===== src/hdl/position_hold_pi_tiered_integral_assert.svh =====
// Assertion macros shared by the RTL files.
`ifndef POSITION_HOLD_PI_TIERED_INTEGRAL_ASSERT_SVH
`define POSITION_HOLD_PI_TIERED_INTEGRAL_ASSERT_SVH

`ifndef SYNTHESIS
`define PHTI_ASSERT_NOW(label, clk, rst, ante, cons) \
   label: assert property (@(posedge clk) disable iff (rst) (ante) |-> (cons)) \
      else $error("assertion failed");
`define PHTI_ASSERT_NEXT(label, clk, rst, ante, cons) \
   label: assert property (@(posedge clk) disable iff (rst) (ante) |=> (cons)) \
      else $error("assertion failed");
`else
`define PHTI_ASSERT_NOW(label, clk, rst, ante, cons)
`define PHTI_ASSERT_NEXT(label, clk, rst, ante, cons)
`endif

`endif


===== src/hdl/phti_pkg.sv =====
package phti_pkg;

   localparam int unsigned QDEPTH = 2;
   localparam int unsigned QPTR_W = 1;
   localparam int unsigned QCNT_W = 2;
   localparam logic [QCNT_W-1:0] QFULL = QCNT_W'(QDEPTH);

   localparam int unsigned PADDR_W = 5;

   localparam logic [2:0] REG_PROP_GAIN     = 3'd0;
   localparam logic [2:0] REG_INTEG_GAIN    = 3'd1;
   localparam logic [2:0] REG_INTEG_FLOOR   = 3'd2;
   localparam logic [2:0] REG_INTEG_CEILING = 3'd3;
   localparam logic [2:0] REG_DRIVE_FLOOR   = 3'd4;
   localparam logic [2:0] REG_DRIVE_CEILING = 3'd5;

   localparam logic signed [31:0] INTEG_FLOOR_RST   = -32'sd98304000;
   localparam logic signed [31:0] INTEG_CEILING_RST = 32'sd98304000;
   localparam logic signed [15:0] DRIVE_FLOOR_RST   = -16'sd3000;
   localparam logic signed [15:0] DRIVE_CEILING_RST = 16'sd3000;

   localparam logic signed [12:0] P_MAX = 13'sd3000;
   localparam logic signed [12:0] P_MIN = -13'sd3000;
   localparam logic signed [15:0] DRIVE_PIN_MAX = 16'sd3000;
   localparam logic signed [15:0] DRIVE_PIN_MIN = -16'sd3000;
   localparam logic signed [31:0] PIN_ACCUM_MAX = 32'sd98304000;
   localparam logic signed [31:0] PIN_ACCUM_MIN = -32'sd98304000;

   localparam logic signed [15:0] SPEED_MAX = 16'sd50;
   localparam logic signed [15:0] SPEED_MIN = -16'sd50;

   localparam logic [15:0] TIER_COARSE = 16'd250;
   localparam logic [15:0] TIER_MID    = 16'd100;
   localparam logic [15:0] TIER_FINE   = 16'd30;

   typedef struct packed {
      logic signed [16:0] err;
      logic signed [11:0] se;
      logic [8:0]         sa;
      logic               spd_over;
   } q_entry_type;

   typedef struct packed {
      logic [14:0]        prop_gain;
      logic [7:0]         integ_gain;
      logic signed [31:0] integ_floor;
      logic signed [31:0] integ_ceiling;
      logic signed [15:0] drive_floor;
      logic signed [15:0] drive_ceiling;
   } cfg_type;

endpackage


===== src/hdl/phti_csr.sv =====
module phti_csr (
   input  logic                          clock,
   input  logic                          reset,
   input  logic                          csr_psel,
   input  logic                          csr_penable,
   input  logic                          csr_pwrite,
   input  logic [phti_pkg::PADDR_W-1:0]  csr_paddr,
   input  logic [31:0]                   csr_pwdata,
   output logic [31:0]                   csr_prdata,
   output logic                          csr_pready,
   output phti_pkg::cfg_type             cfg
);

   phti_pkg::cfg_type cfg_ff;
   logic [2:0]        index;
   logic              wr_en;

   assign index      = csr_paddr[4:2];
   assign wr_en      = csr_psel && csr_penable && csr_pwrite;
   assign csr_pready = 1'b1;
   assign cfg        = cfg_ff;

   always_ff @(posedge clock) begin
      if (reset) begin
         cfg_ff.prop_gain     <= '0;
         cfg_ff.integ_gain    <= '0;
         cfg_ff.integ_floor   <= phti_pkg::INTEG_FLOOR_RST;
         cfg_ff.integ_ceiling <= phti_pkg::INTEG_CEILING_RST;
         cfg_ff.drive_floor   <= phti_pkg::DRIVE_FLOOR_RST;
         cfg_ff.drive_ceiling <= phti_pkg::DRIVE_CEILING_RST;
      end else if (wr_en) begin
         case (index)
            phti_pkg::REG_PROP_GAIN:     cfg_ff.prop_gain     <= csr_pwdata[14:0];
            phti_pkg::REG_INTEG_GAIN:    cfg_ff.integ_gain    <= csr_pwdata[7:0];
            phti_pkg::REG_INTEG_FLOOR:   cfg_ff.integ_floor   <= csr_pwdata;
            phti_pkg::REG_INTEG_CEILING: cfg_ff.integ_ceiling <= csr_pwdata;
            phti_pkg::REG_DRIVE_FLOOR:   cfg_ff.drive_floor   <= csr_pwdata[15:0];
            phti_pkg::REG_DRIVE_CEILING: cfg_ff.drive_ceiling <= csr_pwdata[15:0];
            default: ;
         endcase
      end
   end

   always_comb begin
      case (index)
         phti_pkg::REG_PROP_GAIN:     csr_prdata = {17'd0, cfg_ff.prop_gain};
         phti_pkg::REG_INTEG_GAIN:    csr_prdata = {24'd0, cfg_ff.integ_gain};
         phti_pkg::REG_INTEG_FLOOR:   csr_prdata = cfg_ff.integ_floor;
         phti_pkg::REG_INTEG_CEILING: csr_prdata = cfg_ff.integ_ceiling;
         phti_pkg::REG_DRIVE_FLOOR:
            csr_prdata = {{16{cfg_ff.drive_floor[15]}}, cfg_ff.drive_floor};
         phti_pkg::REG_DRIVE_CEILING:
            csr_prdata = {{16{cfg_ff.drive_ceiling[15]}}, cfg_ff.drive_ceiling};
         default: csr_prdata = '0;
      endcase
   end

endmodule


===== config.mk =====
export PLATFORM = sky130hd
export DESIGN_NAME = phti_csr
export DESIGN_NICKNAME = d
export VERILOG_FILES = /design/src/hdl/position_hold_pi_tiered_integral_assert.svh /design/src/hdl/phti_pkg.sv /design/src/hdl/phti_csr.sv
export SDC_FILE = /design/constraint.sdc
export NUM_CORES = 1
export LEC_CHECK = 0
export BUFFER_PORTS_ARGS = -buffer_cell sky130_fd_sc_hd__buf_2
export CAP_MARGIN = 20
export CORE_MARGIN = 4
export CORE_UTILIZATION = 50
export CTS_CLUSTER_DIAMETER = 80
export CTS_CLUSTER_SIZE = 25
export DETAILED_ROUTE_END_ITERATION = 8
export PLACE_DENSITY = 0.84
export SETUP_SLACK_MARGIN = 0.05
export SLEW_MARGIN = 25
export SYNTH_ARGS = -nofsm -noshare
export SYNTH_HDL_FRONTEND = slang
export SYNTH_SLANG_ARGS = --single-unit
export TNS_END_PERCENT = 50

===== constraint.sdc =====
create_clock -name clock -period 4.1 [get_ports clock]
set_input_delay 0.82 -clock clock [delete_from_list [all_inputs] [get_ports clock]]
set_output_delay 0.82 -clock clock [all_outputs]
set_load 0.02 [all_outputs]

==> flow_summary.json <==
{
  "timing.rr.end": "cfg[33]",
  "max-clock-path-buffers": 2,
  "synth.area.top_cells": "dfxtp_1, mux2i_1, o21ai_0",
  "p_switching_w": 0.000698,
  "die_h_um": 115,
  "syn_avg_cell_area_sq_um": 8.76,
  "clock-sinks": 119,
  "drive_gt1_share_pct": 30.3,
  "required_ns": 3.28,
  "clk_pin_slew_ns": 0.05,
  "min_path_cells": 2,
  "path_buf_inv": 3,
  "synthesis.nets": 692,
  "num_rows": 38,
  "yosys_warnings": 0,
  "grt_max_degree": 75,
  "crit_arrival_ns": 2.52,
  "num_vias": 5470,
  "status": "finished, final reports clean",
  "fmax_mhz": 300,
  "vdd_drop_max_mv": 0.216,
  "areaGrowthSynthToFinish_pct": 27.9,
  "ys_seq_area_share_pct": 41.8,
  "insertion_delay_ns": 0.39,
  "crit_top_cell": "buf_2",
  "slew-limit-headroom_pct": 45.3,
  "rsz0062_at_grt": "no",
  "ctsResizeCount": 0,
  "cap_violations": 0,
  "cts_tree": "built",
  "crit_slowest_cell": "nor3b_4",
  "antenna_found_initial": 0,
  "syn_area_sq_um": 5690,
  "cts_root_buffer": "clkbuf_16",
  "pwr-share-comb_pct": 8.1,
  "hold_end": "cfg[67]",
  "gp_congestion": 0.820,
  "portBuffers": 190,
  "n_antenna_cell": 0,
  "yosys.area.top_type": "dfxtp_1",
  "grt_pass1_vias": 5151,
  "sequentialPowerShare_pct": 38.3,
  "hold_buffers": 0,
  "intPower_w": 0.00236,
  "slowest_delay_ns": 0.62,
  "ioPinCount": 194,
  "fin_crit_ns": 3.34,
  "ys_ff_latch": 119,
  "dp_hpwl_mm": 11.6,
  "period_share_pct": 81.4,
  "synthDistinctLibCells": 35,
  "swShare_pct": 22.8,
  "synthCells": 650,
  "core_sq_um": 11000,
  "grtUsageTotal_pct": 26.4,
  "grt-ovfl-total": 0,
  "initial_utilization_pct": 51.8,
  "critPathCaptureType": "output pin",
  "p_leak_nw": 3.17,
  "hold_viol": 0,
  "startpoint_type": "input port",
  "finalSetupViolations": 0,
  "synth_most_common_cell": "dfxtp_1",
  "firstDrtPassIters": 7,
  "reg2reg_from": "cfg[33]",
  "rrSetupSlack_ns": 3.26,
  "power.density_nw_per_um2": 420,
  "wl_mm": 17.6,
  "die_w_um": 115,
  "nNetsFinal": 848,
  "fin_tns_setup_ns": 0,
  "grt_pass1_wl_mm": 27.5,
  "synth-edff-count": 0,
  "final_util_pct": 66.3,
  "ant_nets": 0,
  "largest_reg_flops": 119,
  "synth_top_flop_cell": "dfxtp_1",
  "drcViolationCount": 0,
  "path_cells": "buf_2 > nor3b_4 > buf_4 > a221o_1 > buf_2",
  "drv_slew": 0,
  "hp-class": "reg -> reg",
  "numCtsBuffers": 17,
  "netlist.area_leader.share_pct": 41.8,
  "path_delay_family": "buffers and inverters",
  "wire_per_inst_um": 18.3,
  "detail_route.iter0.violations": 470,
  "tightest_slew_ns": 0.819,
  "path_class": "in -> out",
  "nFillCells": 914,
  "h-tree-depth": 4,
  "clockPowerShare_pct": 53.5,
  "finClkSkew_ns": 0,
  "vias_per_cell": 5.70,
  "postCtsSetupBuffers": 0,
  "yosys-top-cells-count": "dfxtp_1, o21ai_0, mux2i_1",
  "hp-start": "cfg[67]",
  "crit_fanout": 21,
  "r2r_cells": 3,
  "die_area_sq_um": 13200,
  "synth-async-reset-ratio_pct": 0
}
power by group through the flow:
stage	combinational, W	clock (W)	sequential, W
after global routing	0.000267	0.00172	0.00117
after detailed placement	0.000247	0	0.00120
after floorplan	0.000152	0	0.00121
after global placement	0.000245	0	0.00120
final	0.000248	0.00164	0.00117
after CTS	0.000247	0.00166	0.00117
per-layer routing:
layer	GRT usage (%)	wire length [um]	vias up
met2	44.0	8370	275
li1	-	-	2610
met1	35.1	7530	2573
met5	0	0	-
met4	5.87	118	0
met3	5.97	1540	12
metrics by stage:
step / worst slack [ns] / hold slack (ns) / cells / total power (W) / area (sq um)
after detailed placement: 0.791 / 0.478 / 927 / 0.00144 / 6630
after CTS: 0.773 / 0.491 / 959 / 0.00308 / 7280
after floorplan: 1.25 / 0.556 / 650 / 0.00136 / 5690
after global routing: 0.657 / 0.512 / 959 / 0.00316 / 7280
final: 0.763 / 0.492 / 959 / 0.00306 / 7280
after global placement: 0.810 / 0.475 / 927 / 0.00144 / 6630
worst register-to-register path: cells and delay by family, from the launching register on:
family	cells	cell delay (ns)
simple gates	1	0.17
flops	1	0.37
compound gates	2	0.22
cell usage in the layout (no fill, tap or decap), types with 9 or more instances in the layout:
| cell type | count |
|---|---|
| nand3_1 | 34 |
| a22oi_1 | 9 |
| nand2b_1 | 49 |
| nor2_1 | 58 |
| o221ai_1 | 11 |
| a221o_1 | 18 |
| buf_4 | 12 |
| dfxtp_1 | 119 |
| nor2b_1 | 37 |
| buf_2 | 189 |
| a21oi_1 | 34 |
| o21ai_0 | 100 |
| mux2i_1 | 75 |
| clkbuf_16 | 17 |
logic make-up (layout without fill, tap and decap cells):
kind of cell           Yosys count  after routing  share of synthesized area [%]
buffers and inverters           66            235                           5.52
AND/OR/NAND/NOR                207            207                           19.8
other                            1              1                         0.0659
flip-flops                     119            119                           41.8
AO/OA/AOI/OAI                  178            178                           18.7
multiplexers                    79             79                           14.2
worst max path at each step:
| stage | from | endpoint | slack, ns | cells after the start |
|---|---|---|---|---|
| after floorplan | csr_paddr[2] | csr_prdata[1] | 1.25 | 6 |
| after global placement | csr_paddr[2] | csr_prdata[1] | 0.81 | 6 |
| after detailed placement | csr_paddr[3] | csr_prdata[26] | 0.79 | 5 |
| after CTS | csr_paddr[3] | csr_prdata[7] | 0.77 | 5 |
| after global routing | csr_paddr[3] | csr_prdata[7] | 0.66 | 5 |
| final | csr_paddr[3] | csr_prdata[7] | 0.76 | 5 |
area by class of cell:
type	instances	area [sq um]	share of cell area, %
multi-input cells	465	3010	41.3
clock inverters	12	198	2.72
repair buffers	202	1060	14.5
inverters	1	3.75	0.0516
flip-flops and latches	119	2380	32.7
well taps	140	175	2.41
clock buffers	20	457	6.27
Power figures use the tool's default switching activity.
