$ cat src/hdl/position_hold_pi_tiered_integral_assert.svh
// Assertion macros shared by the RTL files.
`ifndef POSITION_HOLD_PI_TIERED_INTEGRAL_ASSERT_SVH
`define POSITION_HOLD_PI_TIERED_INTEGRAL_ASSERT_SVH

`ifndef SYNTHESIS
`define PHTI_ASSERT_NOW(label, clk, rst, ante, cons) \
   label: assert property (@(posedge clk) disable iff (rst) (ante) |-> (cons)) \
      else $error("assertion failed");
`define PHTI_ASSERT_NEXT(label, clk, rst, ante, cons) \
   label: assert property (@(posedge clk) disable iff (rst) (ante) |=> (cons)) \
      else $error("assertion failed");
`else
`define PHTI_ASSERT_NOW(label, clk, rst, ante, cons)
`define PHTI_ASSERT_NEXT(label, clk, rst, ante, cons)
`endif

`endif

$ cat src/hdl/phti_pkg.sv
package phti_pkg;

   localparam int unsigned QDEPTH = 2;
   localparam int unsigned QPTR_W = 1;
   localparam int unsigned QCNT_W = 2;
   localparam logic [QCNT_W-1:0] QFULL = QCNT_W'(QDEPTH);

   localparam int unsigned PADDR_W = 5;

   localparam logic [2:0] REG_PROP_GAIN     = 3'd0;
   localparam logic [2:0] REG_INTEG_GAIN    = 3'd1;
   localparam logic [2:0] REG_INTEG_FLOOR   = 3'd2;
   localparam logic [2:0] REG_INTEG_CEILING = 3'd3;
   localparam logic [2:0] REG_DRIVE_FLOOR   = 3'd4;
   localparam logic [2:0] REG_DRIVE_CEILING = 3'd5;

   localparam logic signed [31:0] INTEG_FLOOR_RST   = -32'sd98304000;
   localparam logic signed [31:0] INTEG_CEILING_RST = 32'sd98304000;
   localparam logic signed [15:0] DRIVE_FLOOR_RST   = -16'sd3000;
   localparam logic signed [15:0] DRIVE_CEILING_RST = 16'sd3000;

   localparam logic signed [12:0] P_MAX = 13'sd3000;
   localparam logic signed [12:0] P_MIN = -13'sd3000;
   localparam logic signed [15:0] DRIVE_PIN_MAX = 16'sd3000;
   localparam logic signed [15:0] DRIVE_PIN_MIN = -16'sd3000;
   localparam logic signed [31:0] PIN_ACCUM_MAX = 32'sd98304000;
   localparam logic signed [31:0] PIN_ACCUM_MIN = -32'sd98304000;

   localparam logic signed [15:0] SPEED_MAX = 16'sd50;
   localparam logic signed [15:0] SPEED_MIN = -16'sd50;

   localparam logic [15:0] TIER_COARSE = 16'd250;
   localparam logic [15:0] TIER_MID    = 16'd100;
   localparam logic [15:0] TIER_FINE   = 16'd30;

   typedef struct packed {
      logic signed [16:0] err;
      logic signed [11:0] se;
      logic [8:0]         sa;
      logic               spd_over;
   } q_entry_type;

   typedef struct packed {
      logic [14:0]        prop_gain;
      logic [7:0]         integ_gain;
      logic signed [31:0] integ_floor;
      logic signed [31:0] integ_ceiling;
      logic signed [15:0] drive_floor;
      logic signed [15:0] drive_ceiling;
   } cfg_type;

endpackage

$ cat src/hdl/phti_front.sv
`include "position_hold_pi_tiered_integral_assert.svh"

module phti_front (
   input  logic                   clock,
   input  logic                   reset,
   input  logic                   req_valid,
   output logic                   req_ready,
   input  logic signed [15:0]     req_position_target,
   input  logic signed [15:0]     req_position_measured,
   input  logic signed [15:0]     req_speed_measured,
   input  logic                   q_pop,
   output logic                   q_valid,
   output phti_pkg::q_entry_type  q_head
);

   phti_pkg::q_entry_type              entry;
   phti_pkg::q_entry_type              mem_ff [phti_pkg::QDEPTH];
   logic [phti_pkg::QPTR_W-1:0]        wr_ptr_ff, wr_ptr_in;
   logic [phti_pkg::QPTR_W-1:0]        rd_ptr_ff, rd_ptr_in;
   logic [phti_pkg::QCNT_W-1:0]        count_ff, count_in;
   logic signed [16:0]                 err;
   logic signed [16:0]                 neg_err;
   logic [15:0]                        abs_err;
   logic signed [16:0]                 sh_err;
   logic [15:0]                        sh_abs;
   logic                               push;

   assign err     = {req_position_target[15], req_position_target}
                  - {req_position_measured[15], req_position_measured};
   assign neg_err = -err;
   assign abs_err = err[16] ? neg_err[15:0] : err[15:0];

   always_comb begin
      if (abs_err >= phti_pkg::TIER_COARSE) begin
         sh_err = err >>> 6;
         sh_abs = abs_err >> 7;
      end else if (abs_err >= phti_pkg::TIER_MID) begin
         sh_err = err >>> 4;
         sh_abs = abs_err >> 5;
      end else if (abs_err >= phti_pkg::TIER_FINE) begin
         sh_err = err >>> 3;
         sh_abs = abs_err >> 2;
      end else begin
         sh_err = err;
         sh_abs = abs_err >> 1;
      end
   end

   always_comb begin
      entry.err      = err;
      entry.se       = sh_err[11:0];
      entry.sa       = sh_abs[8:0];
      entry.spd_over = (req_speed_measured > phti_pkg::SPEED_MAX)
                    || (req_speed_measured < phti_pkg::SPEED_MIN);
   end

   assign req_ready = (count_ff != phti_pkg::QFULL);
   assign q_valid   = (count_ff != '0);
   assign q_head    = mem_ff[rd_ptr_ff];
   assign push      = req_valid && req_ready;

   always_comb begin
      wr_ptr_in = push  ? wr_ptr_ff + 1'b1 : wr_ptr_ff;
      rd_ptr_in = q_pop ? rd_ptr_ff + 1'b1 : rd_ptr_ff;
      count_in  = count_ff;
      if (push && !q_pop) begin
         count_in = count_ff + 1'b1;
      end else if (!push && q_pop) begin
         count_in = count_ff - 1'b1;
      end
   end

   always_ff @(posedge clock) begin
      if (reset) begin
         wr_ptr_ff <= '0;
         rd_ptr_ff <= '0;
         count_ff  <= '0;
      end else begin
         wr_ptr_ff <= wr_ptr_in;
         rd_ptr_ff <= rd_ptr_in;
         count_ff  <= count_in;
      end
   end

   always_ff @(posedge clock) begin
      if (push) begin
         mem_ff[wr_ptr_ff] <= entry;
      end
   end

   `PHTI_ASSERT_NOW(a_full_no_push, clock, reset, count_ff == phti_pkg::QFULL, !push)
   `PHTI_ASSERT_NOW(a_pop_nonempty, clock, reset, q_pop, count_ff != '0)

endmodule

$ cat config.mk
export PLATFORM = sky130hd
export DESIGN_NAME = phti_front
export DESIGN_NICKNAME = d
export VERILOG_FILES = /design/src/hdl/phti_pkg.sv /design/src/hdl/phti_front.sv
export VERILOG_INCLUDE_DIRS = /design/src /design/src/hdl
export SDC_FILE = /design/constraint.sdc
export NUM_CORES = 1
export LEC_CHECK = 0
export ABC_AREA = 1
export BUFFER_PORTS_ARGS = -buffer_cell sky130_fd_sc_hd__buf_2
export CAP_MARGIN = 20
export CORE_UTILIZATION = 57
export CTS_BUF_LIST = sky130_fd_sc_hd__clkbuf_8 sky130_fd_sc_hd__clkbuf_16
export CTS_CLUSTER_SIZE = 24
export DETAILED_ROUTE_END_ITERATION = 8
export GPL_TIMING_DRIVEN = 0
export PLACE_DENSITY = 0.84
export SLEW_MARGIN = 20
export SYNTH_ARGS = -nofsm -noshare
export SYNTH_HDL_FRONTEND = slang
export SYNTH_SLANG_ARGS = --single-unit
$ cat constraint.sdc
create_clock -name clock -period 3.4 [get_ports clock]
set_input_delay 0 -clock clock [delete_from_list [all_inputs] [get_ports clock]]
set_output_delay 0 -clock clock [all_outputs]
set_load 0.05 [all_outputs]
==> results.json <==
{
  "status": "finished, final reports clean",
  "drtPass1Iterations": 5,
  "placementRows": 35,
  "finalClockSkew_ns": 0.006942,
  "drt-met1-wl_mm": 5.384,
  "grt_overflow": 0,
  "place_ws_ns": 0.1440,
  "worstPathRequired_ns": 3.49,
  "path_clk_slew_ns": 0.08,
  "grt_start_max_net_pins": 27,
  "worstSkewPairLatency_ns": 0.35,
  "slowest_delay_ns": 0.58,
  "htree_num_levels": 3,
  "syn_area_per_cell_um2": 8.643,
  "ir_worst_vdd_mv": 0.2407,
  "io_buffer_count": 92,
  "routed.top_layer": "met4",
  "drc": 0,
  "track_usage_pct": 25.21,
  "rsz0062_at_grt": "false",
  "place_hpwl_mm": 9.746,
  "critPathArrivalTime_ns": 3.04,
  "cp_top_family": "simple AND/OR/NAND/NOR gates",
  "max_freq_mhz": 338.7,
  "setup_ws_ns": 0.4472,
  "grt_pass1_wl_mm": 20.00,
  "antenna_found_initial": 0,
  "slew_headroom_pct": 50.44,
  "die_y_um": 101.4,
  "wirelength_mm": 12.61,
  "core_mm2": 0.009415,
  "cp-start-kind": "input pin",
  "cp_slowest_cell": "fa_1",
  "viasPerCell": 5.321,
  "final_cells": 894,
  "ys_warn_count": 0,
  "wl_met2_mm": 6.465,
  "cp_num_buf_inv": 3,
  "dieWidth_um": 101.4,
  "gp_congestion": 0.8829,
  "hold_class": "in -> reg",
  "synth_top_area_share_pct": 41.63,
  "cts_inserted_buffers": 9,
  "worst_pin_slew_ns": 0.7434,
  "maxCapViolations": 0,
  "dr.first_iter.drc_count": 273,
  "finalSetupTns_ns": 0,
  "cts_tree": "built",
  "drtAntennaViolNets": 0,
  "slew_violations": 0,
  "start_util_pct": 59.76,
  "wl_met3_um": 588,
  "cts_root_buf": "clkbuf_8",
  "place_area_mm2": 0.006304,
  "grt_pass1_vias": 4464,
  "synth_cells": 651,
  "antennaDiodeCount": 0,
  "io_pins": 93,
  "syn_area_mm2": 0.005627,
  "nets": 831,
  "crit_fanout": 10,
  "setup_viol": 0,
  "p_per_area_mw_per_mm2": 509.8,
  "fin_crit_ns": 2.953,
  "avgRoutedWirePerCell_um": 14.10,
  "cts-resized-gates": 0,
  "crit_chain": "buf_2 > inv_1 > ha_1 > fa_1 > ha_1 > a21boi_1 > nand3_1 > nor2_2 > nand2_2 > nor2_4 > nand2_2 > nand2_2 > nand3_1 > nand2_1 > nand3_2 > nor2_8 > nand3_4 > clkinv_4 > nand3_1 > nand2_1 > nand2_1",
  "syn_to_final_growth_pct": 16.43,
  "synth.distinct_cells": 45,
  "synth.area.top_cells": "edfxtp_1 42%, nand2_1 12%, mux2_2 7.8%, inv_1 6.3%, nand3_1 4.8%",
  "power_leakage_nw": 3.082,
  "dp.cells": 874,
  "yosysTopAreaCell": "edfxtp_1",
  "syn-num-nets": 722,
  "seq_area_frac_synth_pct": 43.41,
  "cts_sinks": 83,
  "cts_buffer_depth": 2,
  "path_class": "in -> reg",
  "endpoint_kind": "register",
  "via_count": 4757,
  "synth-seq-cells": 83,
  "final_core_util_pct": 69.58,
  "die-area_mm2": 0.01027,
  "num-fill-cells": 778,
  "stdcell_area_mm2": 0.006551,
  "fin_crit_sh_pct": 86.85,
  "drive_gt1_share_pct": 30.07,
  "hold_viol_final": 0
}
## registers in the layout, summed over array words and instances (netlist names), named ones only
| signal | flops |
|---|---|
| mem_ff | 78 |
| count_ff | 2 |
| rd_ptr_ff | 1 |
| wr_ptr_ff | 1 |
## worst register-to-register path, delay by kind of cell (launching register included)
family / cells / cell delay, ns
AOI/OAI and AO/OA: 4 / 0.52
DFF: 1 / 0.31
adders and majority gates: 1 / 0.32
buffers and inverters: 2 / 0.22
and+or+nand+nor: 2 / 0.27
## through the flow
stage | hold slack (ns) | total power [W]
after global placement | 0.2244 | 0.002588
after CTS | 0.01659 | 0.003345
after detailed placement | 0.2280 | 0.002638
final | 0.03859 | 0.003340
after floorplan | 0.07238 | 0.002333
after global routing | 0.04958 | 0.003507
## worst paths after layout
kind	startpoint	to	slack, ns	depth (start not counted)
max	req_position_target[0]	mem_ff[1][11]	0.45	21
max reg2reg	count_ff[0]	count_ff[1]	1.71	9
min reg2reg	rd_ptr_ff	rd_ptr_ff	0.55	2
min	req_speed_measured[11]	mem_ff[0][0]	0.04	2
## routing by layer
metal  up-vias  GRT usage, %
li1       2383             -
met4         0         7.915
met3        19         3.382
met1      2213         29.75
met2       142         47.31
met5         -             0
## where the power goes
group	internal (W)	switching, W
Combinational	0.000377	0.000941
Sequential	0.00128	0.0000263
Clock	0.000353	0.000360
Total	0.00201	0.00133
## logic make-up (layout without fill, tap and decap cells)
family	count (synthesis)	count (layout)	share of synthesized area (%)
DFF	83	83	43.41
AOI/OAI and AO/OA	47	47	5.093
and+or+nand+nor	348	348	30.73
xor gates and xnor gates	2	2	0.3114
buffers and inverters	113	227	8.294
muxes	39	39	7.805
adders and majority gates	19	19	4.359
## final cells by class
| type | count | area (um2) | area share [%] |
|---|---|---|---|
| timing repair buffer | 98 | 540.5 | 8.251 |
| clock inverter | 4 | 31.28 | 0.4775 |
| inverter | 103 | 391.6 | 5.978 |
| buffer | 10 | 75.07 | 1.146 |
| clock buffer | 12 | 176.4 | 2.693 |
| multi-input combinational | 455 | 2733 | 41.71 |
| sequential | 83 | 2442 | 37.28 |
| tap | 129 | 161.4 | 2.464 |
## placed cells by master, fill, tap and decap left out, drive strengths merged
cell type    synthesis  final
dlygate4sd3          0      4
nor2                39     39
inv                101    101
edfxtp              78     78
ha                  18     18
o21bai               1      1
and2                 3      3
a21oi               29     29
nand4               18     18
dfxtp                5      5
and3                 1      1
mux2                39     39
buf                  7    101
xor2                 1      1
nand3               65     65
nor3                 2      2
a311o                1      1
xnor2                1      1
nand2              215    215
clkbuf               3     15
a21boi               1      1
o21ai               12     12
nor4                 4      4
clkinv               2      6
a41oi                1      1
nand3b               1      1
o21a                 1      1
o311a                1      1
fa                   1      1
## synthesized netlist by cell type (all sizes together)
library cell / n
nand2: 215
a21boi: 1
clkbuf: 3
inv: 101
and2: 3
xnor2: 1
nand4: 18
nand3b: 1
nand3: 65
nor2: 39
mux2: 39
edfxtp: 78
o21ai: 12
xor2: 1
buf: 7
nor4: 4
ha: 18
dfxtp: 5
o21bai: 1
and3: 1
a21oi: 29
o311a: 1
nor3: 2
clkinv: 2
o21a: 1
fa: 1
a41oi: 1
a311o: 1
## timing repair
item	CTS	global route
endpoints found under the hold margin	7	0
buffers inserted	0	0
endpoints found under the setup margin	0	0
hold buffers	4	0
No activity file was read; power rests on OpenSTA's default activity.
