File: config.mk
export PLATFORM = sky130hd
export DESIGN_NAME = phti_back
export DESIGN_NICKNAME = d
export VERILOG_FILES = /design/src/hdl/phti_pkg.sv /design/src/hdl/phti_back.sv
export VERILOG_INCLUDE_DIRS = /design/src /design/src/hdl
export SDC_FILE = /design/constraint.sdc
export NUM_CORES = 1
export LEC_CHECK = 0
export ABC_AREA = 1
export BUFFER_PORTS_ARGS = -buffer_cell sky130_fd_sc_hd__buf_2
export CORE_MARGIN = 10
export CORE_UTILIZATION = 35
export CTS_CLUSTER_SIZE = 14
export DETAILED_ROUTE_END_ITERATION = 8
export GPL_ROUTABILITY_DRIVEN = 1
export GPL_TIMING_DRIVEN = 0
export SETUP_SLACK_MARGIN = 0.1
export SYNTH_ARGS = -nofsm -noshare
export SYNTH_HDL_FRONTEND = slang
export SYNTH_SLANG_ARGS = --single-unit
File: constraint.sdc
create_clock -name clock -period 6.9 [get_ports clock]
set_input_delay 1.38 -clock clock [delete_from_list [all_inputs] [get_ports clock]]
set_output_delay 1.38 -clock clock [all_outputs]
set_load 0.02 [all_outputs]
File: src/hdl/position_hold_pi_tiered_integral_assert.svh
// Assertion macros shared by the RTL files.
`ifndef POSITION_HOLD_PI_TIERED_INTEGRAL_ASSERT_SVH
`define POSITION_HOLD_PI_TIERED_INTEGRAL_ASSERT_SVH

`ifndef SYNTHESIS
`define PHTI_ASSERT_NOW(label, clk, rst, ante, cons) \
   label: assert property (@(posedge clk) disable iff (rst) (ante) |-> (cons)) \
      else $error("assertion failed");
`define PHTI_ASSERT_NEXT(label, clk, rst, ante, cons) \
   label: assert property (@(posedge clk) disable iff (rst) (ante) |=> (cons)) \
      else $error("assertion failed");
`else
`define PHTI_ASSERT_NOW(label, clk, rst, ante, cons)
`define PHTI_ASSERT_NEXT(label, clk, rst, ante, cons)
`endif

`endif

File: src/hdl/phti_pkg.sv
package phti_pkg;

   localparam int unsigned QDEPTH = 2;
   localparam int unsigned QPTR_W = 1;
   localparam int unsigned QCNT_W = 2;
   localparam logic [QCNT_W-1:0] QFULL = QCNT_W'(QDEPTH);

   localparam int unsigned PADDR_W = 5;

   localparam logic [2:0] REG_PROP_GAIN     = 3'd0;
   localparam logic [2:0] REG_INTEG_GAIN    = 3'd1;
   localparam logic [2:0] REG_INTEG_FLOOR   = 3'd2;
   localparam logic [2:0] REG_INTEG_CEILING = 3'd3;
   localparam logic [2:0] REG_DRIVE_FLOOR   = 3'd4;
   localparam logic [2:0] REG_DRIVE_CEILING = 3'd5;

   localparam logic signed [31:0] INTEG_FLOOR_RST   = -32'sd98304000;
   localparam logic signed [31:0] INTEG_CEILING_RST = 32'sd98304000;
   localparam logic signed [15:0] DRIVE_FLOOR_RST   = -16'sd3000;
   localparam logic signed [15:0] DRIVE_CEILING_RST = 16'sd3000;

   localparam logic signed [12:0] P_MAX = 13'sd3000;
   localparam logic signed [12:0] P_MIN = -13'sd3000;
   localparam logic signed [15:0] DRIVE_PIN_MAX = 16'sd3000;
   localparam logic signed [15:0] DRIVE_PIN_MIN = -16'sd3000;
   localparam logic signed [31:0] PIN_ACCUM_MAX = 32'sd98304000;
   localparam logic signed [31:0] PIN_ACCUM_MIN = -32'sd98304000;

   localparam logic signed [15:0] SPEED_MAX = 16'sd50;
   localparam logic signed [15:0] SPEED_MIN = -16'sd50;

   localparam logic [15:0] TIER_COARSE = 16'd250;
   localparam logic [15:0] TIER_MID    = 16'd100;
   localparam logic [15:0] TIER_FINE   = 16'd30;

   typedef struct packed {
      logic signed [16:0] err;
      logic signed [11:0] se;
      logic [8:0]         sa;
      logic               spd_over;
   } q_entry_type;

   typedef struct packed {
      logic [14:0]        prop_gain;
      logic [7:0]         integ_gain;
      logic signed [31:0] integ_floor;
      logic signed [31:0] integ_ceiling;
      logic signed [15:0] drive_floor;
      logic signed [15:0] drive_ceiling;
   } cfg_type;

endpackage

File: src/hdl/phti_back.sv
`include "position_hold_pi_tiered_integral_assert.svh"

module phti_back (
   input  logic                   clock,
   input  logic                   reset,
   input  phti_pkg::cfg_type      cfg,
   input  logic                   q_valid,
   input  phti_pkg::q_entry_type  q_head,
   output logic                   q_pop,
   output logic                   rsp_valid,
   input  logic                   rsp_ready,
   output logic signed [15:0]     rsp_drive_value,
   output logic signed [16:0]     rsp_position_error,
   output logic signed [31:0]     rsp_integ_value
);

   typedef enum logic [2:0] {
      ST_IDLE,
      ST_MUL_GAIN,
      ST_MUL_SCALE,
      ST_ACC,
      ST_DRIVE
   } state_type;

   state_type             state_ff;
   phti_pkg::q_entry_type item_ff;
   logic signed [37:0]    prod_ff;
   logic signed [12:0]    p_ff;
   logic signed [31:0]    acc_ff;
   logic signed [31:0]    integ_ff;
   logic                  rsp_valid_ff;
   logic signed [15:0]    drive_ff;
   logic signed [16:0]    err_ff;
   logic signed [31:0]    integ_out_ff;

   logic signed [20:0]    mul_x;
   logic signed [16:0]    mul_y;
   logic signed [37:0]    mul_p;
   logic signed [37:0]    p_shift;
   logic signed [12:0]    p_in;
   logic signed [27:0]    inc;
   logic signed [32:0]    sum;
   logic signed [32:0]    sum_lo;
   logic signed [32:0]    sum_clip;
   logic signed [31:0]    acc_in;
   logic signed [16:0]    acc_hi;
   logic signed [17:0]    drv_sum;
   logic signed [15:0]    drv_clip;
   logic signed [15:0]    drive_in;
   logic signed [31:0]    integ_in;
   logic                  load_out;

   assign q_pop    = (state_ff == ST_IDLE) && q_valid;
   assign load_out = (state_ff == ST_DRIVE) && (!rsp_valid_ff || rsp_ready);

   always_comb begin
      case (state_ff)
         ST_IDLE: begin
            mul_x = {6'd0, cfg.prop_gain};
            mul_y = q_head.err;
         end
         ST_MUL_GAIN: begin
            mul_x = {{9{item_ff.se[11]}}, item_ff.se};
            mul_y = {9'd0, cfg.integ_gain};
         end
         ST_MUL_SCALE: begin
            mul_x = prod_ff[20:0];
            mul_y = {8'd0, item_ff.sa};
         end
         default: begin
            mul_x = '0;
            mul_y = '0;
         end
      endcase
   end

   assign mul_p = mul_x * mul_y;

   always_comb begin
      p_shift = prod_ff >>> 3;
      if (p_shift > phti_pkg::P_MAX) begin
         p_in = phti_pkg::P_MAX;
      end else if (p_shift < phti_pkg::P_MIN) begin
         p_in = phti_pkg::P_MIN;
      end else begin
         p_in = p_shift[12:0];
      end
   end

   always_comb begin
      inc      = prod_ff[27:0];
      sum      = {integ_ff[31], integ_ff} + {{5{inc[27]}}, inc};
      sum_lo   = (sum < cfg.integ_floor) ? 33'(cfg.integ_floor) : sum;
      sum_clip = (sum_lo > cfg.integ_ceiling) ? 33'(cfg.integ_ceiling) : sum_lo;
      acc_in   = item_ff.spd_over ? '0 : sum_clip[31:0];
   end

   always_comb begin
      acc_hi  = acc_ff[31:15];
      drv_sum = {{5{p_ff[12]}}, p_ff} + {acc_hi[16], acc_hi};
      if (drv_sum > cfg.drive_ceiling) begin
         drv_clip = cfg.drive_ceiling;
      end else if (drv_sum < cfg.drive_floor) begin
         drv_clip = cfg.drive_floor;
      end else begin
         drv_clip = drv_sum[15:0];
      end
      drive_in = drv_clip;
      integ_in = acc_ff;
      if (item_ff.err > 17'sd0 && drv_clip > phti_pkg::DRIVE_PIN_MAX) begin
         drive_in = phti_pkg::DRIVE_PIN_MAX;
         integ_in = phti_pkg::PIN_ACCUM_MAX;
      end else if (item_ff.err < 17'sd0 && drv_clip < phti_pkg::DRIVE_PIN_MIN) begin
         drive_in = phti_pkg::DRIVE_PIN_MIN;
         integ_in = phti_pkg::PIN_ACCUM_MIN;
      end
   end

   always_ff @(posedge clock) begin
      if (reset) begin
         state_ff     <= ST_IDLE;
         integ_ff     <= '0;
         rsp_valid_ff <= 1'b0;
      end else begin
         case (state_ff)
            ST_IDLE: begin
               if (q_valid) begin
                  item_ff  <= q_head;
                  prod_ff  <= mul_p;
                  state_ff <= ST_MUL_GAIN;
               end
            end
            ST_MUL_GAIN: begin
               p_ff     <= p_in;
               prod_ff  <= mul_p;
               state_ff <= ST_MUL_SCALE;
            end
            ST_MUL_SCALE: begin
               prod_ff  <= mul_p;
               state_ff <= ST_ACC;
            end
            ST_ACC: begin
               acc_ff   <= acc_in;
               state_ff <= ST_DRIVE;
            end
            ST_DRIVE: begin
               if (load_out) begin
                  integ_ff     <= integ_in;
                  drive_ff     <= drive_in;
                  err_ff       <= item_ff.err;
                  integ_out_ff <= integ_in;
                  state_ff     <= ST_IDLE;
               end
            end
            default: state_ff <= ST_IDLE;
         endcase
         if (load_out) begin
            rsp_valid_ff <= 1'b1;
         end else if (rsp_ready) begin
            rsp_valid_ff <= 1'b0;
         end
      end
   end

   assign rsp_valid          = rsp_valid_ff;
   assign rsp_drive_value    = drive_ff;
   assign rsp_position_error = err_ff;
   assign rsp_integ_value    = integ_out_ff;

   `PHTI_ASSERT_NEXT(a_load_shows, clock, reset, load_out, rsp_valid_ff)
   `PHTI_ASSERT_NOW(a_no_overwrite, clock, reset, rsp_valid_ff && !rsp_ready, !load_out)

endmodule

==> flow_summary.toml, run 1 <==
[sta]
period_needed_ps = 6840
worst_slew_pin_slew_ps = 1060
fmax_ghz = 0.146
slew_violations = 0
post-route-period-util = 0.992
max_slew_margin = 0.289
finalClockSkew_ps = 13.8
hold_viol_final = 0
holdWs_ps = 444
rsz0062_at_grt = "yes"
setup_viol = 0
fin_ws_ps = 56.1

[clock_network]
cts_tree = "yes"
numCtsBuffers = 27
cts.clk_slew.worst_paths_ps = 60
clock_latency_ps = 580
cts_buffer_depth = 3
cts-hold-fix-buffers = 0
cts.htree.levels = 1
clk_root_buffer_cell = "clkbuf_16"
numClockSinks = 223

[synth]
yosysSeqAreaShare = 0.226
synth_top_family_by_area = "adder cells"
synthXorXnorAreaFrac = 0.0256
synth_fa_ha_area_frac = 0.363
ys_warn_count = 0
synth_mux_area_frac = 0.000357
synth_compound_area_frac = 0.0837
synthSimpleGateAreaFrac = 0.173
syn_area_mm2 = 0.0281
synth_area_per_cell_um2 = 8.16
syn_inst = 3438
ys_types = 57
ys_ff_latch = 223

[critical_path]
end_kind = "flip-flop"
crit_type = "reg2reg"
cp_top_family = "adder cells"
crit_required_ps = 7220
cpMostUsedCell = "fa_1"
crit_fanout = 10
crit_buf_inv = 9
slowest_delay_ps = 560
r2r_start = "state_ff[0]$_SDFFE_PP0P_"
crit_path_start_kind = "flip-flop"
crit_start = "state_ff[0]$_SDFFE_PP0P_"
worst_ep_arrival_time_ps = 7160
slowest_stage = "fa_1"

[global_routing]
grt_overflow = 0
grt_pass1_vias = 23997
antenna_found_initial = 3
grt_first_pass_wirelength_um = 141000
grtUsageTotal = 0.200
grt_start_max_net_pins = 33

[placed_design]
place_ws_ps = -2090
postPlaceCellArea_mm2 = 0.0312
place.detailed.hpwl_um = 78000
port_buffers = 227
place.gp.congestion = 0.945

[layout]
drive_above_1_share = 0.215
area_growth_pct = 25.8
nNetsFinal = 4668
utilization = 0.445
final_cell_area_mm2 = 0.0353

[floorplan]
ios = 229
core_mm2 = 0.0793
die_h_um = 303
die_w_um = 303
die_area_mm2 = 0.0919
num_rows = 103
start_util = 0.354

[routing]
final_antenna_net_count = 0
totalWireLength_um = 94600
wl_per_cell_um = 19.0
firstDrtPassIters = 6
routed_via_density = 4.88
drc_errors = 0
via_count = 24296
drt_iter0_markers = 1920

[worst_hold_path]
hold_path.class = "reg2reg"
hp-start = "item_ff[26]$_DFFE_PP_"

[run]
drv_cap = 0

[status]
outcome = "finished, final reports clean"
==> sequential cells by signal, indices dropped and copies added, names as in the netlist <==
register and cells:
p_ff 13, rsp_position_error 17, item_ff 39, state_ff 3, prod_ff 38, rsp_integ_value 32, rsp_drive_value 16, integ_ff 32
acc_ff 32, rsp_valid 1
==> repair_timing <==
action | 4_1_cts | 5_1_grt
gates resized for setup | 239 | 266
setup endpoints to repair | 64 | 51
cloned | 2 | 6
buffers inserted | 57 | 94
pin swaps | 41 | 117
==> worst register-to-register path, delay by kind of cell (launching register included) <==
kind                       cells  cell delay, ps
AOI/OAI and AO/OA              9            1540
xor gates and xnor gates       1             150
adders and majority gates      7            3420
buffers and inverters          9             780
DFF                            1             350
and+or+nand+nor                4             390
==> layout make-up <==
class                      count  area [µm²]
antenna                        1        2.50
timing repair buffer         393        2660
fill                        7855       44000
buffer                        87         991
tap                         1050        1310
sequential                   223        6350
clock inverter                18         225
clock buffer                  32         768
inverter                     852        3230
multi-input combinational   2322       19800
==> synth_stat cells (all sizes together) <==
master,number,share of area
ha,242,0.11
a21oi,161,0.031
o31ai,3,0.00080
a31o,1,0.00031
nor3b,1,0.00027
fa,358,0.26
nor2,195,0.026
o21bai,8,0.0021
dfxtp,36,0.026
inv,838,0.11
nand4,28,0.0068
o21ai,171,0.031
xor2,51,0.016
o21a,15,0.0040
o211ai,18,0.0048
and2,2,0.00054
xnor2,31,0.0097
conb,2,0.00027
o22ai,1,0.00022
nand3b,5,0.0015
or2,3,0.00067
o2111ai,2,0.00062
edfxtp,187,0.20
a21boi,3,0.00080
nor4,19,0.0042
clkbuf,70,0.0094
nand2,811,0.11
o221ai,3,0.00094
a221oi,2,0.00062
a22o,1,0.00031
nand3,92,0.017
a31oi,11,0.0025
a211oi,3,0.00080
mux2i,1,0.00036
buf,17,0.0047
clkinv,14,0.0019
or4,1,0.00027
nor3,14,0.0025
and3,7,0.0016
a21o,8,0.0021
o311ai,2,0.00062
==> final timing paths <==
check	slack (ps)	depth (start not counted)	to
setup / recovery	60	30	prod_ff[31]$_DFFE_PP_
setup reg to reg	60	30	prod_ff[31]$_DFFE_PP_
hold reg to reg	440	0	rsp_position_error[4]$_DFFE_PP_
hold / removal	440	0	rsp_position_error[4]$_DFFE_PP_
==> layout by cell type (no fill, tap or decap), types with 16 or more instances in the layout <==
cell,count
a21oi_1,116
a21oi_2,37
buf_2,231
buf_4,143
buf_6,28
buf_8,21
clkbuf_16,41
conb_1,48
dfxtp_1,33
edfxtp_1,187
fa_1,341
fa_2,17
ha_1,200
ha_4,34
inv_1,804
inv_2,26
nand2_1,738
nand2_2,63
nand3_1,78
nand4_1,27
nor2_1,163
nor2_2,17
nor4_1,16
o211ai_1,18
o21ai_0,106
o21ai_1,36
o21ai_2,21
xnor2_1,26
xor2_1,51
==> cell families after synthesis <==
kind of cell,Yosys count
simple gates,1178
buf+inv,939
fa+ha+maj,600
compound gates,413
flops,223
xor+xnor,82
other cells,2
mux,1
==> metal layers <==
metal	up-vias	track usage	share of wire
li1	11507	-	-
met1	11872	0.265	0.42
met2	784	0.339	0.48
met3	131	0.0222	0.072
met4	2	0.0608	0.033
met5	-	0	0.00014
==> stage by stage <==
step / std cells / TNS, ps
4_1_cts: 4877 / 0
2_1_floorplan: 3484 / 0
3_3_place_gp: 4761 / -74840
5_1_grt: 4977 / -741
6_report: 4978 / 0
3_5_place_dp: 4768 / -75730
Power of run 1 is not shown: default switching activity piles up to over one toggle a cycle in this logic, so the estimate is an artifact.
==> run 2: changes to the inputs <==
--- a/config.mk
+++ b/config.mk
@@ -9,7 +9,7 @@
 export ABC_AREA = 1
 export BUFFER_PORTS_ARGS = -buffer_cell sky130_fd_sc_hd__buf_2
 export CORE_MARGIN = 10
-export CORE_UTILIZATION = 35
+export CORE_UTILIZATION = 30
 export CTS_CLUSTER_SIZE = 14
 export DETAILED_ROUTE_END_ITERATION = 8
 export GPL_ROUTABILITY_DRIVEN = 1
==> run 2 against run 1 <==
  * Via count grew 0.37%
  * Count of clock-buffer cells in the layout up 1
  * Sequential share of layout area shrank 0.22 points
  * Wire length is 0.82% lower
  * Final cell count rose by 4.2%
  * Non-clock buffer count up 8
  * Fmax fell by 0.58%
  * First-iteration DRC count decreased by 7.9%
  * Register-to-register slack worse by 40 ps
  * Setup slack got worse by 40 ps
  * Clock skew grew 8.0 ps
  * Critical endpoint is now prod_ff[35]$_DFFE_PP_
==> flow_summary.toml, run 2 (synthesis gave the netlist of run 1 again) <==
[floorplan]
die_w_um = 326
start_util = 0.302
num_rows = 112
die_area_mm2 = 0.106
die_h_um = 326
ios = 229
core_mm2 = 0.0930

[critical_path]
reg2reg_depth = 33
crit_start = "state_ff[2]$_SDFFE_PP0P_"
end_kind = "flip-flop"
r2r_start = "state_ff[2]$_SDFFE_PP0P_"
reg2reg_to = "prod_ff[35]$_DFFE_PP_"
slowest_delay_ps = 600
crit_path_start_kind = "flip-flop"
crit_fanout = 6
slowest_stage = "fa_2"
crit_required_ps = 7210
r2r_slack_ps = 20
timing.critical_path.to = "prod_ff[35]$_DFFE_PP_"
crit_type = "reg2reg"
worst_ep_arrival_time_ps = 7190

[layout]
area_growth_pct = 27.4
nNetsFinal = 4675
final_common_cell = "inv_1"
top_register = "item_ff"
reg.largest.list = "item_ff (39), prod_ff (38)"
drive_above_1_share = 0.225
largest_reg_flops = 39
instances_no_fill = 5187
final_cell_mix = "inv_1 (798), nand2_1 (723), fa_1 (342)"
num_antenna_cells = 0

[placed_design]
place.detailed.hpwl_um = 76900
port_buffers = 227
place.gp.congestion = 0.923
dp_cells = 4972

[sta]
setup_viol = 0
slew_violations = 0
period_needed_ps = 6880
fmax_ghz = 0.145
rsz0062_at_grt = "yes"
worst_slew_pin_slew_ps = 1120
hold_viol_final = 0
post-route-period-util = 0.998
finalClockSkew_ps = 21.8
max_slew_margin = 0.253

[clock_network]
numClockSinks = 223
numCtsBuffers = 26
clk_root_buffer_cell = "clkbuf_16"
cts_buffer_depth = 3
cts.clk_slew.worst_paths_ps = 70
cts.htree.levels = 1
cts-hold-fix-buffers = 0
cts_tree = "yes"
clock_latency_ps = 580

[worst_hold_path]
hold_path.class = "reg2reg"

[global_routing]
grt_overflow = 0
grtUsageTotal = 0.170
antenna_found_initial = 0
grt_first_pass_wirelength_um = 142000
grt_start_max_net_pins = 33
grt_pass1_vias = 24357

[routing]
via_count = 24387
final_antenna_net_count = 0
drc_errors = 0
routed_via_density = 4.70
wl_per_cell_um = 18.1
firstDrtPassIters = 6
drt_iter0_markers = 1768
totalWireLength_um = 93800

[run]
drv_cap = 0

[status]
outcome = "finished, final reports clean"
run 2: cell types whose count changed in the layout (fill, tap and decap cells not counted), moves of 8 or more:
cell     change
nand2_2     +10
nor2_1       -8
a21oi_1      -8
nand2_1     -15
buf_6       +14
run 2: worst min path at each step:
stage | from | endpoint | slack [ps] | cells past startpoint
after floorplan | item_ff[22]$_DFFE_PP_ | rsp_position_error[0]$_DFFE_PP_ | 430 | 0
after global placement | item_ff[36]$_DFFE_PP_ | rsp_position_error[14]$_DFFE_PP_ | 430 | 0
after detailed placement | item_ff[24]$_DFFE_PP_ | rsp_position_error[2]$_DFFE_PP_ | 440 | 0
after CTS | item_ff[36]$_DFFE_PP_ | rsp_position_error[14]$_DFFE_PP_ | 440 | 0
final | item_ff[36]$_DFFE_PP_ | rsp_position_error[14]$_DFFE_PP_ | 450 | 0
after global routing | item_ff[24]$_DFFE_PP_ | rsp_position_error[2]$_DFFE_PP_ | 450 | 0
run 2: layer usage:
metal  wire [µm]  part of all wire  global-route usage
met4        2600             0.028              0.0430
met5           0                 0                   0
met2       45600              0.49               0.295
met1       39500              0.42               0.222
met3        6120             0.065              0.0193
run 2: worst max-delay path: cells and delay by family (launching register included):
family | cells | cell delay (ps)
AOI/OAI and AO/OA | 6 | 1090
buffers and inverters | 12 | 1210
and+or+nand+nor | 7 | 480
xor gates and xnor gates | 1 | 90
adders and majority gates | 7 | 3400
DFF | 1 | 350
run 2: area by class of cell:
| cell class | instances | area, µm² |
|---|---|---|
| Clock buffer | 33 | 697 |
| Multi-Input combinational cell | 2322 | 20000 |
| Inverter | 852 | 3240 |
| Clock inverter | 15 | 272 |
| Buffer | 87 | 961 |
| Tap cell | 1254 | 1570 |
| Timing Repair Buffer | 401 | 2690 |
| Fill cell | 9473 | 57300 |
| Sequential cell | 223 | 6340 |
run 2: timing repair:
action / 4_1_cts / 5_1_grt
cloned: 1 / 6
setup endpoints to repair: 64 / 51
gates resized for setup: 227 / 348
buffers inserted: 56 / 105
pin swaps: 44 / 145
run 2: stage by stage:
step / cell area, µm² / utilization / hold WS (ps) / worst slack, ps / TNS, ps
after detailed placement: 31400 / 0.338 / 435 / -2170 / -79240
after global routing: 35700 / 0.384 / 453 / -205 / -767
after CTS: 33800 / 0.363 / 441 / 45.5 / 0
final: 35700 / 0.384 / 446 / 16.5 / 0
after floorplan: 28600 / - / 427 / 29.9 / 0
after global placement: 31300 / 0.336 / 434 / -2090 / -75690
Power of run 2 is left out for the same reason.
